File: config.mk
export PLATFORM = sky130hd
export DESIGN_NAME = outline_opcode_decoder
export DESIGN_NICKNAME = d
export VERILOG_FILES = /design/src/sv/ood_pkg.sv /design/src/sv/ood_div.sv /design/src/sv/ood_dp.sv /design/src/sv/ood_ctrl.sv /design/src/sv/outline_opcode_decoder.sv
export SDC_FILE = /design/constraint.sdc
export NUM_CORES = 2
export LEC_CHECK = 0
export BUFFER_PORTS_ARGS = -buffer_cell sky130_fd_sc_hd__buf_4
export CAP_MARGIN = 20
export CORE_MARGIN = 5
export CORE_UTILIZATION = 35
export CTS_CLUSTER_SIZE = 20
export DETAILED_ROUTE_END_ITERATION = 12
export MAX_ROUTING_LAYER = met4
export PLACE_DENSITY = 0.49
export SLEW_MARGIN = 20
export SYNTH_ARGS = -nofsm -noshare
export SYNTH_HDL_FRONTEND = slang
export SYNTH_HIERARCHICAL = 1
export SYNTH_SLANG_ARGS = --single-unit
File: constraint.sdc
create_clock -name clk -period 20.5 [get_ports clk]
set_input_delay 4.1 -clock clk [delete_from_list [all_inputs] [get_ports clk]]
set_output_delay 4.1 -clock clk [all_outputs]
set_load 0.02 [all_outputs]
File: src/sv/ood_pkg.sv
//------------------------------------------------------------------------------
// ood_pkg
// Shared types and constants for the outline opcode decoder.
//------------------------------------------------------------------------------
package ood_pkg;

	localparam int COORD_WIDTH_DEF = 24;
	localparam int OUT_W           = 24;
	localparam logic [7:0] SCALE_RESET = 8'd15;

	// result kinds
	localparam logic [3:0] K_WIDTH = 4'd0;
	localparam logic [3:0] K_BOX   = 4'd1;
	localparam logic [3:0] K_MOVE  = 4'd2;
	localparam logic [3:0] K_LINE  = 4'd3;
	localparam logic [3:0] K_CURVE = 4'd4;
	localparam logic [3:0] K_SUB   = 4'd5;
	localparam logic [3:0] K_NAME  = 4'd6;
	localparam logic [3:0] K_CLOSE = 4'd7;
	localparam logic [3:0] K_BAD   = 4'd10;

	// opcodes
	localparam logic [3:0] OP_WIDTH   = 4'd0;
	localparam logic [3:0] OP_BOX     = 4'd1;
	localparam logic [3:0] OP_MOVE    = 4'd2;
	localparam logic [3:0] OP_LINE    = 4'd3;
	localparam logic [3:0] OP_CURVE   = 4'd4;
	localparam logic [3:0] OP_SUB     = 4'd5;
	localparam logic [3:0] OP_RDY     = 4'd6;
	localparam logic [3:0] OP_RDX     = 4'd7;
	localparam logic [3:0] OP_RBY     = 4'd8;
	localparam logic [3:0] OP_RBX     = 4'd9;
	localparam logic [3:0] OP_RBXY    = 4'd10;
	localparam logic [3:0] OP_SCURVE  = 4'd11;
	localparam logic [3:0] OP_BAD     = 4'd12;
	localparam logic [3:0] OP_CLOSE   = 4'd13;

	typedef enum logic [2:0] {
		ST_IDLE,
		ST_EXEC,
		ST_DIV,
		ST_DIVWAIT,
		ST_OUT
	} state_t;

	// controller -> datapath
	typedef struct packed {
		logic       take;      // accept input word into parser
		logic       exec;      // apply command to point, stage raw values
		logic       div_start; // start division of value div_idx
		logic [2:0] div_idx;
		logic       out_load;  // load output register
	} cmd_t;

	// datapath -> controller
	typedef struct packed {
		logic       done;      // accepted word finished a command
		logic       need_div;  // finished command has values to scale
		logic [2:0] nvals;     // number of values to scale
		logic       div_busy;
		logic       out_full;
	} sts_t;

	// operand bytes required per opcode
	function automatic logic [3:0] need_of(input logic [3:0] op);
		logic [3:0] n;
		case (op)
			4'd0:  n = 4'd2;
			4'd1:  n = 4'd8;
			4'd2:  n = 4'd4;
			4'd3:  n = 4'd4;
			4'd4:  n = 4'd12;
			4'd5:  n = 4'd9;
			4'd6:  n = 4'd2;
			4'd7:  n = 4'd2;
			4'd8:  n = 4'd1;
			4'd9:  n = 4'd1;
			4'd10: n = 4'd2;
			4'd11: n = 4'd6;
			default: n = 4'd0;
		endcase
		return n;
	endfunction

endpackage

File: src/sv/ood_div.sv
//------------------------------------------------------------------------------
// ood_div
// Iterative symmetric-rounding divider, one quotient bit per cycle.
//------------------------------------------------------------------------------
module ood_div #(
	parameter int CW = ood_pkg::COORD_WIDTH_DEF
) (
	input  logic                   clk,
	input  logic                   arst_n,
	input  logic                   start,
	input  logic signed [CW-1:0]   num,
	input  logic [7:0]             divisor,
	output logic                   busy,
	output logic                   done,
	output logic signed [ood_pkg::OUT_W-1:0] res
);
	import ood_pkg::*;

	localparam int CNTW = $clog2(CW + 2);
	// signed width wide enough for both the quotient and the output limits
	localparam int SW = (CW + 2 > OUT_W + 1) ? CW + 2 : OUT_W + 1;
	localparam logic signed [SW-1:0] OMAX = SW'((64'sd1 <<< (OUT_W-1)) - 1);
	localparam logic signed [SW-1:0] OMIN = -OMAX - 1;

	logic [CW:0]   rem_q;
	logic [CW:0]   quo_q;
	logic [CW:0]   num_q;
	logic [7:0]    d_q;
	logic          neg_q;
	logic [CNTW-1:0] cnt_q;
	logic          busy_q, done_q;
	logic [CW+1:0] trial;
	logic [CW:0]   mag;
	logic [7:0]    d_eff;
	logic signed [SW-1:0] sq;

	assign d_eff = (divisor == 8'd0) ? 8'd1 : divisor;
	assign mag   = num[CW-1] ? ({1'b0, ~num} + 1'b1) + {1'b0, {CW{1'b0}}}
	                         : {1'b0, num};
	assign trial = {rem_q, num_q[CW]} - {{(CW-6){1'b0}}, d_q};

	// restoring division of |v| + d/2 by d
	always_ff @(posedge clk or negedge arst_n) begin
		if (!arst_n) begin
			busy_q <= 1'b0;
			done_q <= 1'b0;
			cnt_q  <= '0;
		end else begin
			done_q <= 1'b0;
			if (start) begin
				busy_q <= 1'b1;
				cnt_q  <= CNTW'(CW + 1);
			end else if (busy_q) begin
				cnt_q <= cnt_q - 1'b1;
				if (cnt_q == CNTW'(1)) begin
					busy_q <= 1'b0;
					done_q <= 1'b1;
				end
			end
		end
	end

	always_ff @(posedge clk) begin
		if (start) begin
			num_q <= mag + {{(CW-6){1'b0}}, d_eff[7:1]};
			d_q   <= d_eff;
			neg_q <= num[CW-1];
			rem_q <= '0;
			quo_q <= '0;
		end else if (busy_q) begin
			num_q <= {num_q[CW-1:0], 1'b0};
			if (!trial[CW+1]) begin
				rem_q <= trial[CW:0];
				quo_q <= {quo_q[CW-1:0], 1'b1};
			end else begin
				rem_q <= {rem_q[CW-1:0], num_q[CW]};
				quo_q <= {quo_q[CW-1:0], 1'b0};
			end
		end
	end

	// sign and saturation to output width
	always_comb begin
		sq = $signed(SW'({1'b0, quo_q}));
		if (neg_q) sq = -sq;
		if (sq > OMAX)
			res = OMAX[OUT_W-1:0];
		else if (sq < OMIN)
			res = OMIN[OUT_W-1:0];
		else
			res = sq[OUT_W-1:0];
	end

	assign busy = busy_q;
	assign done = done_q;

endmodule

File: src/sv/ood_dp.sv
//------------------------------------------------------------------------------
// ood_dp
// Datapath: byte parser, operand store, current point, divider, result word.
//------------------------------------------------------------------------------
module ood_dp #(
	parameter int CW = ood_pkg::COORD_WIDTH_DEF
) (
	input  logic                   clk,
	input  logic                   arst_n,
	input  ood_pkg::cmd_t          cmd,
	output ood_pkg::sts_t          sts,
	input  logic [7:0]             data_byte,
	input  logic [7:0]             scale,
	input  logic                   out_take,
	output logic [3:0]             kind,
	output logic signed [ood_pkg::OUT_W-1:0] val_a,
	output logic signed [ood_pkg::OUT_W-1:0] val_b,
	output logic signed [ood_pkg::OUT_W-1:0] val_c,
	output logic signed [ood_pkg::OUT_W-1:0] val_d,
	output logic signed [ood_pkg::OUT_W-1:0] val_e,
	output logic signed [ood_pkg::OUT_W-1:0] val_f,
	output logic                   glyph_end,
	output logic                   out_valid
);
	import ood_pkg::*;

	localparam logic signed [CW+1:0] PMAX = (CW+2)'((64'sd1 <<< (CW-1)) - 1);
	localparam logic signed [CW+1:0] PMIN = -PMAX - 1;

	logic [1:0]  phase_q;
	logic [3:0]  op_q;
	logic [3:0]  seen_q;
	logic [7:0]  hi_q;
	logic [15:0] words_q [6];
	logic signed [CW-1:0] px_q, py_q;
	logic [7:0]  left_q;

	// pending result held while values are scaled
	logic [3:0]  pk_q;
	logic        pg_q;
	logic [2:0]  pn_q;
	logic signed [CW-1:0] raw_q [6];
	logic signed [OUT_W-1:0] sc_q [6];
	logic [2:0]  didx_q;

	logic [3:0]  kind_q;
	logic signed [OUT_W-1:0] v_q [6];
	logic        ge_q, ov_q;

	logic        div_busy, div_done;
	logic signed [OUT_W-1:0] div_res;

	function automatic logic signed [CW-1:0] sat(input logic signed [CW+1:0] v);
		if (v > PMAX) return PMAX[CW-1:0];
		if (v < PMIN) return PMIN[CW-1:0];
		return v[CW-1:0];
	endfunction

	function automatic logic signed [CW+1:0] wv(input logic [15:0] w);
		return (CW+2)'($signed({1'b0, w}) - 18'sd32768);
	endfunction

	function automatic logic signed [CW+1:0] bv(input logic [15:0] w);
		return (CW+2)'($signed({1'b0, w[7:0]}) - 10'sd128);
	endfunction

	// parse step result, computed from the accepted byte
	logic        p_done, p_fin, p_div;
	logic [3:0]  p_kind;
	logic        p_ge;
	logic [2:0]  p_n;
	logic [7:0]  p_a;
	logic [3:0]  seen_nx;

	always_comb begin
		p_done = 1'b0;
		p_fin  = 1'b0;
		p_div  = 1'b0;
		p_kind = K_WIDTH;
		p_ge   = 1'b0;
		p_n    = 3'd0;
		p_a    = 8'd0;
		seen_nx = seen_q + 1'b1;
		if (phase_q == 2'd2) begin
			p_done = 1'b1;
			p_kind = K_NAME;
			p_a    = data_byte;
		end else if (phase_q != 2'd1) begin
			if (data_byte > 8'd15 || data_byte[3:0] == OP_BAD) begin
				p_done = 1'b1;
				p_kind = K_BAD;
				p_a    = data_byte;
			end else if (data_byte[3:0] >= OP_CLOSE) begin
				p_done = 1'b1;
				p_kind = data_byte[3:0] - 4'd6;
				p_ge   = (data_byte[3:0] != OP_CLOSE);
			end
		end else if (op_q == OP_SUB && seen_q >= 4'd8) begin
			p_done = 1'b1;
			p_div  = 1'b1;
			p_kind = K_SUB;
			p_n    = 3'd4;
		end else if (op_q != OP_SUB && seen_nx >= need_of(op_q)) begin
			p_done = 1'b1;
			p_fin  = 1'b1;
			p_div  = 1'b1;
		end
	end

	// parser state and operand store
	always_ff @(posedge clk or negedge arst_n) begin
		if (!arst_n) begin
			phase_q <= 2'd0;
			op_q    <= 4'd0;
			seen_q  <= 4'd0;
			hi_q    <= 8'd0;
			left_q  <= 8'd0;
		end else if (cmd.take) begin
			if (phase_q == 2'd2) begin
				left_q <= left_q - 1'b1;
				if (left_q == 8'd1) phase_q <= 2'd0;
			end else if (phase_q != 2'd1) begin
				phase_q <= 2'd0;
				if (!(data_byte > 8'd15 || data_byte[3:0] >= OP_BAD)) begin
					op_q    <= data_byte[3:0];
					seen_q  <= 4'd0;
					phase_q <= 2'd1;
				end
			end else if (op_q == OP_SUB && seen_q >= 4'd8) begin
				left_q  <= data_byte;
				phase_q <= (data_byte != 8'd0) ? 2'd2 : 2'd0;
				seen_q  <= 4'd0;
			end else begin
				if (op_q <= OP_RDX && !seen_q[0]) hi_q <= data_byte;
				seen_q <= seen_nx;
				if (p_fin) begin
					phase_q <= 2'd0;
					seen_q  <= 4'd0;
				end
			end
		end
	end

	// operand words: written only, never cleared
	logic [2:0] widx;
	always_comb begin
		if (op_q <= OP_RDX) widx = (seen_q[3:1] >= 3'd6) ? seen_q[3:1] - 3'd6 : seen_q[3:1];
		else widx = (seen_q >= 4'd6) ? 3'(seen_q - 4'd6) : seen_q[2:0];
	end

	always_ff @(posedge clk) begin
		if (cmd.take && phase_q == 2'd1 && !(op_q == OP_SUB && seen_q >= 4'd8)) begin
			if (op_q > OP_RDX) words_q[widx] <= {8'd0, data_byte};
			else if (seen_q[0]) words_q[widx] <= {hi_q, data_byte};
		end
	end

	// execute: point update and raw values (in the cycle after the finishing byte)
	logic signed [CW-1:0] nx, ny, ax, ay, bx, by;
	logic [3:0] ek;
	logic signed [CW-1:0] r [6];
	logic [2:0] en;

	always_comb begin
		nx = px_q;
		ny = py_q;
		ax = sat($signed({{2{px_q[CW-1]}}, px_q}) + bv(words_q[0]));
		ay = sat($signed({{2{py_q[CW-1]}}, py_q}) + bv(words_q[1]));
		bx = sat($signed({{2{px_q[CW-1]}}, px_q}) + bv(words_q[2]));
		by = sat($signed({{2{py_q[CW-1]}}, py_q}) + bv(words_q[3]));
		for (int i = 0; i < 6; i++) r[i] = '0;
		ek = K_LINE;
		en = 3'd2;
		case (op_q)
			OP_WIDTH: begin
				ek = K_WIDTH; en = 3'd1;
				r[0] = sat(wv(words_q[0]));
			end
			OP_BOX, OP_SUB: begin
				ek = (op_q == OP_SUB) ? K_SUB : K_BOX; en = 3'd4;
				for (int i = 0; i < 4; i++) r[i] = sat(wv(words_q[i]));
			end
			OP_MOVE, OP_LINE: begin
				ek = op_q;
				nx = sat(wv(words_q[0]));
				ny = sat(wv(words_q[1]));
			end
			OP_CURVE: begin
				ek = K_CURVE; en = 3'd6;
				for (int i = 0; i < 4; i++) r[i] = sat(wv(words_q[i]));
				nx = sat(wv(words_q[4]));
				ny = sat(wv(words_q[5]));
			end
			OP_SCURVE: begin
				ek = K_CURVE; en = 3'd6;
				r[0] = ax; r[1] = ay; r[2] = bx; r[3] = by;
				nx = sat($signed({{2{px_q[CW-1]}}, px_q}) + bv(words_q[4]));
				ny = sat($signed({{2{py_q[CW-1]}}, py_q}) + bv(words_q[5]));
			end
			OP_RDY: ny = sat($signed({{2{py_q[CW-1]}}, py_q}) + wv(words_q[0]));
			OP_RDX: nx = sat($signed({{2{px_q[CW-1]}}, px_q}) + wv(words_q[0]));
			OP_RBY: ny = sat($signed({{2{py_q[CW-1]}}, py_q}) + bv(words_q[0]));
			OP_RBX: nx = ax;
			default: begin
				nx = ax;
				ny = ay;
			end
		endcase
		if (op_q != OP_WIDTH && op_q != OP_BOX && op_q != OP_SUB) begin
			if (op_q == OP_CURVE || op_q == OP_SCURVE) begin
				r[4] = nx; r[5] = ny;
			end else begin
				r[0] = nx; r[1] = ny;
			end
		end
	end

	// pending result capture
	always_ff @(posedge clk or negedge arst_n) begin
		if (!arst_n) begin
			px_q <= '0;
			py_q <= '0;
			pn_q <= 3'd0;
		end else begin
			if (cmd.take && p_done) begin
				pk_q <= p_kind;
				pg_q <= p_ge;
				pn_q <= p_n;
				for (int i = 1; i < 6; i++) sc_q[i] <= '0;
				sc_q[0] <= OUT_W'(p_a);
			end
			if (cmd.exec) begin
				if (op_q != OP_WIDTH && op_q != OP_BOX && op_q != OP_SUB) begin
					px_q <= nx;
					py_q <= ny;
				end
				if (pk_q != K_SUB) begin
					pk_q <= ek;
					pn_q <= en;
				end
				for (int i = 0; i < 6; i++) raw_q[i] <= r[i];
			end
			if (div_done) sc_q[didx_q] <= div_res;
		end
	end

	always_ff @(posedge clk) begin
		if (cmd.div_start) didx_q <= cmd.div_idx;
	end

	ood_div #(.CW(CW)) u_div (
		.clk     (clk),
		.arst_n  (arst_n),
		.start   (cmd.div_start),
		.num     (raw_q[cmd.div_idx < 3'd6 ? cmd.div_idx : 3'd0]),
		.divisor (scale),
		.busy    (div_busy),
		.done    (div_done),
		.res     (div_res)
	);

	// output register
	always_ff @(posedge clk or negedge arst_n) begin
		if (!arst_n) begin
			ov_q <= 1'b0;
		end else begin
			if (out_take) ov_q <= 1'b0;
			if (cmd.out_load) ov_q <= 1'b1;
		end
	end

	always_ff @(posedge clk) begin
		if (cmd.out_load) begin
			kind_q <= pk_q;
			ge_q   <= pg_q;
			for (int i = 0; i < 6; i++) v_q[i] <= sc_q[i];
		end
	end

	assign sts.done     = p_done;
	assign sts.need_div = p_div;
	assign sts.nvals    = pn_q;
	assign sts.div_busy = div_busy;
	assign sts.out_full = ov_q;

	assign kind      = kind_q;
	assign glyph_end = ge_q;
	assign val_a     = v_q[0];
	assign val_b     = v_q[1];
	assign val_c     = v_q[2];
	assign val_d     = v_q[3];
	assign val_e     = v_q[4];
	assign val_f     = v_q[5];
	assign out_valid = ov_q;

endmodule

File: src/sv/ood_ctrl.sv
//------------------------------------------------------------------------------
// ood_ctrl
// Controller: accepts words, sequences scaling of each value, loads result.
//------------------------------------------------------------------------------
module ood_ctrl (
	input  logic           clk,
	input  logic           arst_n,
	input  logic           in_valid,
	output logic           in_stall,
	input  ood_pkg::sts_t  sts,
	output ood_pkg::cmd_t  cmd
);
	import ood_pkg::*;

	state_t     state_q, state_d;
	logic [2:0] idx_q;
	logic       div_q;
	logic       fin_q;

	// next state; every command that reaches EXEC has at least one value
	always_comb begin
		state_d = state_q;
		case (state_q)
			ST_IDLE:    if (in_valid && sts.done) state_d = sts.need_div ? ST_EXEC : ST_OUT;
			ST_EXEC:    state_d = ST_DIV;
			ST_DIV:     state_d = ST_DIVWAIT;
			ST_DIVWAIT: if (!sts.div_busy && !div_q)
				state_d = (idx_q + 1'b1 == sts.nvals) ? ST_OUT : ST_DIV;
			ST_OUT:     if (!sts.out_full) state_d = ST_IDLE;
			default:    state_d = ST_IDLE;
		endcase
	end

	// outputs
	always_comb begin
		cmd = '0;
		in_stall = (state_q != ST_IDLE);
		cmd.take = (state_q == ST_IDLE) && in_valid;
		cmd.exec = (state_q == ST_EXEC) && fin_q;
		cmd.div_start = (state_q == ST_DIV);
		cmd.div_idx = idx_q;
		cmd.out_load = (state_q == ST_OUT) && !sts.out_full;
	end

	always_ff @(posedge clk or negedge arst_n) begin
		if (!arst_n) begin
			state_q <= ST_IDLE;
			idx_q   <= 3'd0;
			div_q   <= 1'b0;
			fin_q   <= 1'b0;
		end else begin
			state_q <= state_d;
			div_q   <= (state_q == ST_DIV);
			if (state_q == ST_IDLE) begin
				idx_q <= 3'd0;
				fin_q <= 1'b1;
			end
			if (state_q == ST_DIVWAIT && !sts.div_busy && !div_q)
				idx_q <= idx_q + 1'b1;
		end
	end

	// no word taken while the controller is busy
	assert property (@(posedge clk) disable iff (!arst_n)
		(state_q != ST_IDLE) |-> !cmd.take)
		else $error("word taken while busy");

	// a division start is followed by the divider being busy
	assert property (@(posedge clk) disable iff (!arst_n)
		cmd.div_start |=> sts.div_busy)
		else $error("divider did not start");

	// result loaded only into an empty output register
	assert property (@(posedge clk) disable iff (!arst_n)
		cmd.out_load |-> !sts.out_full)
		else $error("output overwritten");

endmodule

File: src/sv/outline_opcode_decoder.sv
//------------------------------------------------------------------------------
// outline_opcode_decoder
// Glyph outline byte parser with scaled coordinate results.
//------------------------------------------------------------------------------
// Sequence: a byte that finishes no command is just taken. A finished
// command scales N values (0..6), each in turn through one shared
// bit-serial divider, and then loads the result register.
// Throughput: one byte at a time; the divider loop sets the rate.
// Reset (arst_n low): parser idle, point at origin, scale 15, no result held.
module outline_opcode_decoder #(
	parameter int COORD_WIDTH = ood_pkg::COORD_WIDTH_DEF
) (
	input  logic        clk,
	input  logic        arst_n,
	input  logic        in_valid,
	output logic        in_stall,
	input  logic [7:0]  data_byte,
	input  logic        cfg_valid,
	output logic        cfg_ready,
	input  logic [7:0]  scale_divisor,
	output logic        out_valid,
	input  logic        out_stall,
	output logic [3:0]  kind,
	output logic signed [ood_pkg::OUT_W-1:0] val_a,
	output logic signed [ood_pkg::OUT_W-1:0] val_b,
	output logic signed [ood_pkg::OUT_W-1:0] val_c,
	output logic signed [ood_pkg::OUT_W-1:0] val_d,
	output logic signed [ood_pkg::OUT_W-1:0] val_e,
	output logic signed [ood_pkg::OUT_W-1:0] val_f,
	output logic        glyph_end
);
	import ood_pkg::*;

	logic [7:0] scale_q;
	cmd_t cmd;
	sts_t sts;

	// scale register
	always_ff @(posedge clk or negedge arst_n) begin
		if (!arst_n) scale_q <= SCALE_RESET;
		else if (cfg_valid) scale_q <= scale_divisor;
	end
	assign cfg_ready = 1'b1;

	ood_ctrl u_ctrl (
		.clk      (clk),
		.arst_n   (arst_n),
		.in_valid (in_valid),
		.in_stall (in_stall),
		.sts      (sts),
		.cmd      (cmd)
	);

	ood_dp #(.CW(COORD_WIDTH)) u_dp (
		.clk       (clk),
		.arst_n    (arst_n),
		.cmd       (cmd),
		.sts       (sts),
		.data_byte (data_byte),
		.scale     (scale_q),
		.out_take  (out_valid && !out_stall),
		.kind      (kind),
		.val_a     (val_a),
		.val_b     (val_b),
		.val_c     (val_c),
		.val_d     (val_d),
		.val_e     (val_e),
		.val_f     (val_f),
		.glyph_end (glyph_end),
		.out_valid (out_valid)
	);

endmodule
==> results.txt <==
Run status - finished clean
Syn-to-layout area delta - 13.3%
Max-Cap Viols - 0
Fillers - 12400
Drt wl/cell - 25.0 um
Rel. slew slack - 25.7%
Reg2Reg Launch Point - u_ctrl/idx_q[2]$_DFFE_PN0P_
Setup TNS - 0 ps
Nets - 4656
Initial Util - 35.2%
Worst VDD drop - 0.0557 mV
Number of global-route vias before repair - 32900
Final Wtd Congestion - 0.938
TritonCTS Buffers - 81
CP Class - in -> reg
PostCTS Resize Cnt - 0
Final Cycle Share - 31.2%
Post-synth EDFFs - 575
Post-synthesis average cell area - 10.4 um^2
Grt ovf - 0
Die X - 365 um
Ys Warns - 6
Total number of vias - 35000
RSZ-0062 raised after global routing - no
Vias per cell - 5.74
Cells after Synth - 4265
Fraction of layout cells with a size suffix above 1 - 11.8%
Simple-gate area share of the yosys netlist - 14.1%
First-pass GRT wire length - 222000 um
Prevailing post-synth register cell - edfxtp_1
CP Launch Type - primary input
Gr usage total - 22.9%
CTS Hold Bufs - 0
Root Buffer - clkbuf_16
DP HPWL - 116000 um
Router iterations before antenna repair - 6
Port buffer count - 171
Clk_lat worst skew - 670 ps
Hold WC Path Type - reg -> reg
H-tree depth - 3
Post-Synth XOR/XNOR Area - 4.87%
Die Y - 365 um
Tightest Pin Transition - 1110 ps
Final slew viol count - 0
Clock Pin Slew Worst Setup and Hold Paths - 60 ps
Crit path max-delay family - simple AND/OR/NAND/NOR gates
Syn_nets - 4530
Most common cell after layout, fill and taps aside - edfxtp_1
Setup crit start - data_byte[6]
Mapped Area - 44200 um^2
Minimum clock period - 6400 ps
Register area - 20800 um^2
Crit path buf inv count - 2
HP Start - u_dp/sc_q[3][6]$_SDFFCE_PN0P_
FFs w/ async S/R, synth - 13.9%
Yosys reg bits - 726
Power density over the cells - 68.4 nW/um^2
CTS tree - yes
I/O pin total - 173
Postcts setup bufs - 0
LEAKAGE - 20.0 nW
WHS - 392 ps
WP data arrival - 6690 ps
Tot Pwr - 0.00342 W
Post-synthesis compound-gate area fraction - 19.5%
Final Non-Filler Cells - 6109
Longest Clk Path Bufs - 3
Number of DRC markers in iteration 0 - 3556
Clk_skew - 47.6 ps
Clock Sinks - 726
Initial antenna violation count - 7
Final setup vio count - 0
Multi-input gate area in the final layout - 22200 um^2
CP dominant cell by count - nand2_1
Dpl cells - 5958
ANT nets after route - 0
CP max stage delay - 590 ps
Core area - 126000 um^2
Slowest CP cell - nor4_1
Largest family of logic cells by synthesized area - compound AO/OA/AOI/OAI gates
Worst Setup End Kind - flop
Core Util, Final - 39.9%
Die area - 133000 um^2
Largest net degree at the start of global routing - 81
DRC - 0
Drt total wl - 153000 um
Final Hold Fails - 0
FP Rows - 130
FMAX - 156 MHz
Crit-path cells - buf_4, nor4_1, nor2b_1, nand2_1, nand2_1, o21ai_1, nand3_1, inv_1, or2_2
Sequential share of the synthesized area - 47.1%
Mux share of post-synthesis cell area - 3.88%
Critical path required time - 20790 ps
Adder-cell share of the synthesized area - 7.58%
CP max FO - 24
Synth cell types - 106
Most frequent cells in the layout - 575 x edfxtp_1, 406 x nand2_1, 286 x a21oi_1
-- state kept, by name (all words and copies together) (netlist names), 4 cells and up --
name	count
u_dp/raw_q	144
u_dp/sc_q	144
u_dp/v_q	144
u_dp/words_q	96
u_dp/u_div/num_q	25
u_dp/u_div/quo_q	25
u_dp/u_div/rem_q	25
u_dp/px_q	24
u_dp/py_q	24
scale_q	8
u_dp/hi_q	8
u_dp/left_q	8
u_dp/u_div/d_q	8
u_dp/u_div/cnt_q	5
u_dp/kind	4
u_dp/op_q	4
u_dp/pk_q	4
u_dp/seen_q	4
-- final cells by class --
class / instances / area share, %
Sequential cell: 726 / 41.5
Inverter: 130 / 0.974
Tap cell: 1650 / 4.12
Timing Repair Buffer: 248 / 3.72
Clock buffer: 114 / 4.48
Multi-Input combinational cell: 3204 / 44.3
Antenna cell: 4 / 0.0200
Clock inverter: 33 / 0.889
-- worst register-to-register path, stage by stage (launching register included) --
cell and delay [ps]:
dfrtp_1 320, buf_4 450, nand2_1 140, nand2_1 750, nand2_1 120, a32o_1 280
a21oi_1 510, inv_1 100, ha_1 300, nand2b_1 180, xnor2_1 150, ha_1 360
nor2b_1 140, o21a_1 160, o21ai_0 130, a221oi_1 330, buf_4 210, nand4_1 200
a21oi_1 260, a2111oi_0 90, a311o_1 350
-- cell usage after synthesis (30+ instances only) --
| cell type | number | share of area [%] |
|---|---|---|
| mux2_2 | 58 | 1.5 |
| mux2i_1 | 94 | 2.1 |
| and2_1 | 171 | 2.4 |
| o21a_1 | 48 | 0.82 |
| nand4_1 | 30 | 0.42 |
| nand2b_1 | 47 | 0.67 |
| nand2_1 | 407 | 3.5 |
| or3_1 | 39 | 0.55 |
| a21o_1 | 89 | 1.5 |
| o211ai_1 | 47 | 0.80 |
| nor2_1 | 256 | 2.2 |
| clkbuf_1 | 167 | 1.4 |
| nor3_1 | 74 | 0.84 |
| a211oi_1 | 57 | 0.97 |
| o31ai_1 | 57 | 0.97 |
| nand3_1 | 73 | 0.83 |
| a21oi_1 | 287 | 3.3 |
| dfxtp_1 | 50 | 2.3 |
| inv_1 | 128 | 1.1 |
| dfrtp_1 | 97 | 5.5 |
| a31oi_1 | 40 | 0.57 |
| edfxtp_1 | 575 | 39 |
| nor2b_1 | 41 | 0.58 |
| ha_1 | 235 | 6.7 |
| xor2_1 | 98 | 1.9 |
| xnor2_1 | 145 | 2.9 |
| o21ai_0 | 264 | 3.0 |
-- worst paths after layout --
kind / to / slack [ps] / depth (start not counted)
min in group asynchronous: u_dp/left_q[4]$_DFFE_PN0P_ / 3360 / 1
max in group asynchronous: u_dp/hi_q[0]$_DFFE_PN0P_ / 15970 / 2
worst min register to register: u_dp/v_q[3][6]$_DFFE_PP_ / 390 / 0
worst min-delay path: u_dp/v_q[3][6]$_DFFE_PP_ / 390 / 0
worst max register to register: u_dp/u_div/num_q[18]$_DFFE_PP_ / 14700 / 20
worst max-delay path: u_dp/sc_q[1][5]$_SDFFCE_PN0P_ / 14100 / 9
-- cells by family after synthesis --
group                    after synthesis
buffers and inverters                335
other                                  1
AND/OR/NAND/NOR                     1267
AO/OA/AOI/OAI                       1265
flip-flops                           726
adder cells (fa/ha/maj)              267
multiplexers                         160
XOR/XNOR                             244
-- per-layer routing --
layer  GRT usage [%]  wire [um]
met1            31.2      68200
met2            35.2      68500
met3            3.58      11100
met4            7.11       5130
met5               -          0
-- report_power, final --
| group | internal (W) | leakage (nW) | switching (W) | total, W |
|---|---|---|---|---|
| Clock | 0.000851 | 1.30 | 0.000625 | 0.00148 |
| Combinational | 0.000106 | 11.4 | 0.000152 | 0.000259 |
| Sequential | 0.00162 | 7.33 | 0.0000645 | 0.00169 |
| Total | 0.00258 | 20.0 | 0.000842 | 0.00342 |
-- metrics by stage --
stage          instance area (um^2)  setup WS [ps]
4_1_cts                       50100          14210
3_5_place_dp                  47400          13520
5_1_grt                       50100          13970
3_3_place_gp                  47400          13560
6_report                      50100          14100
2_1_floorplan                 44200          12610
Power figures use the tool's default switching activity.
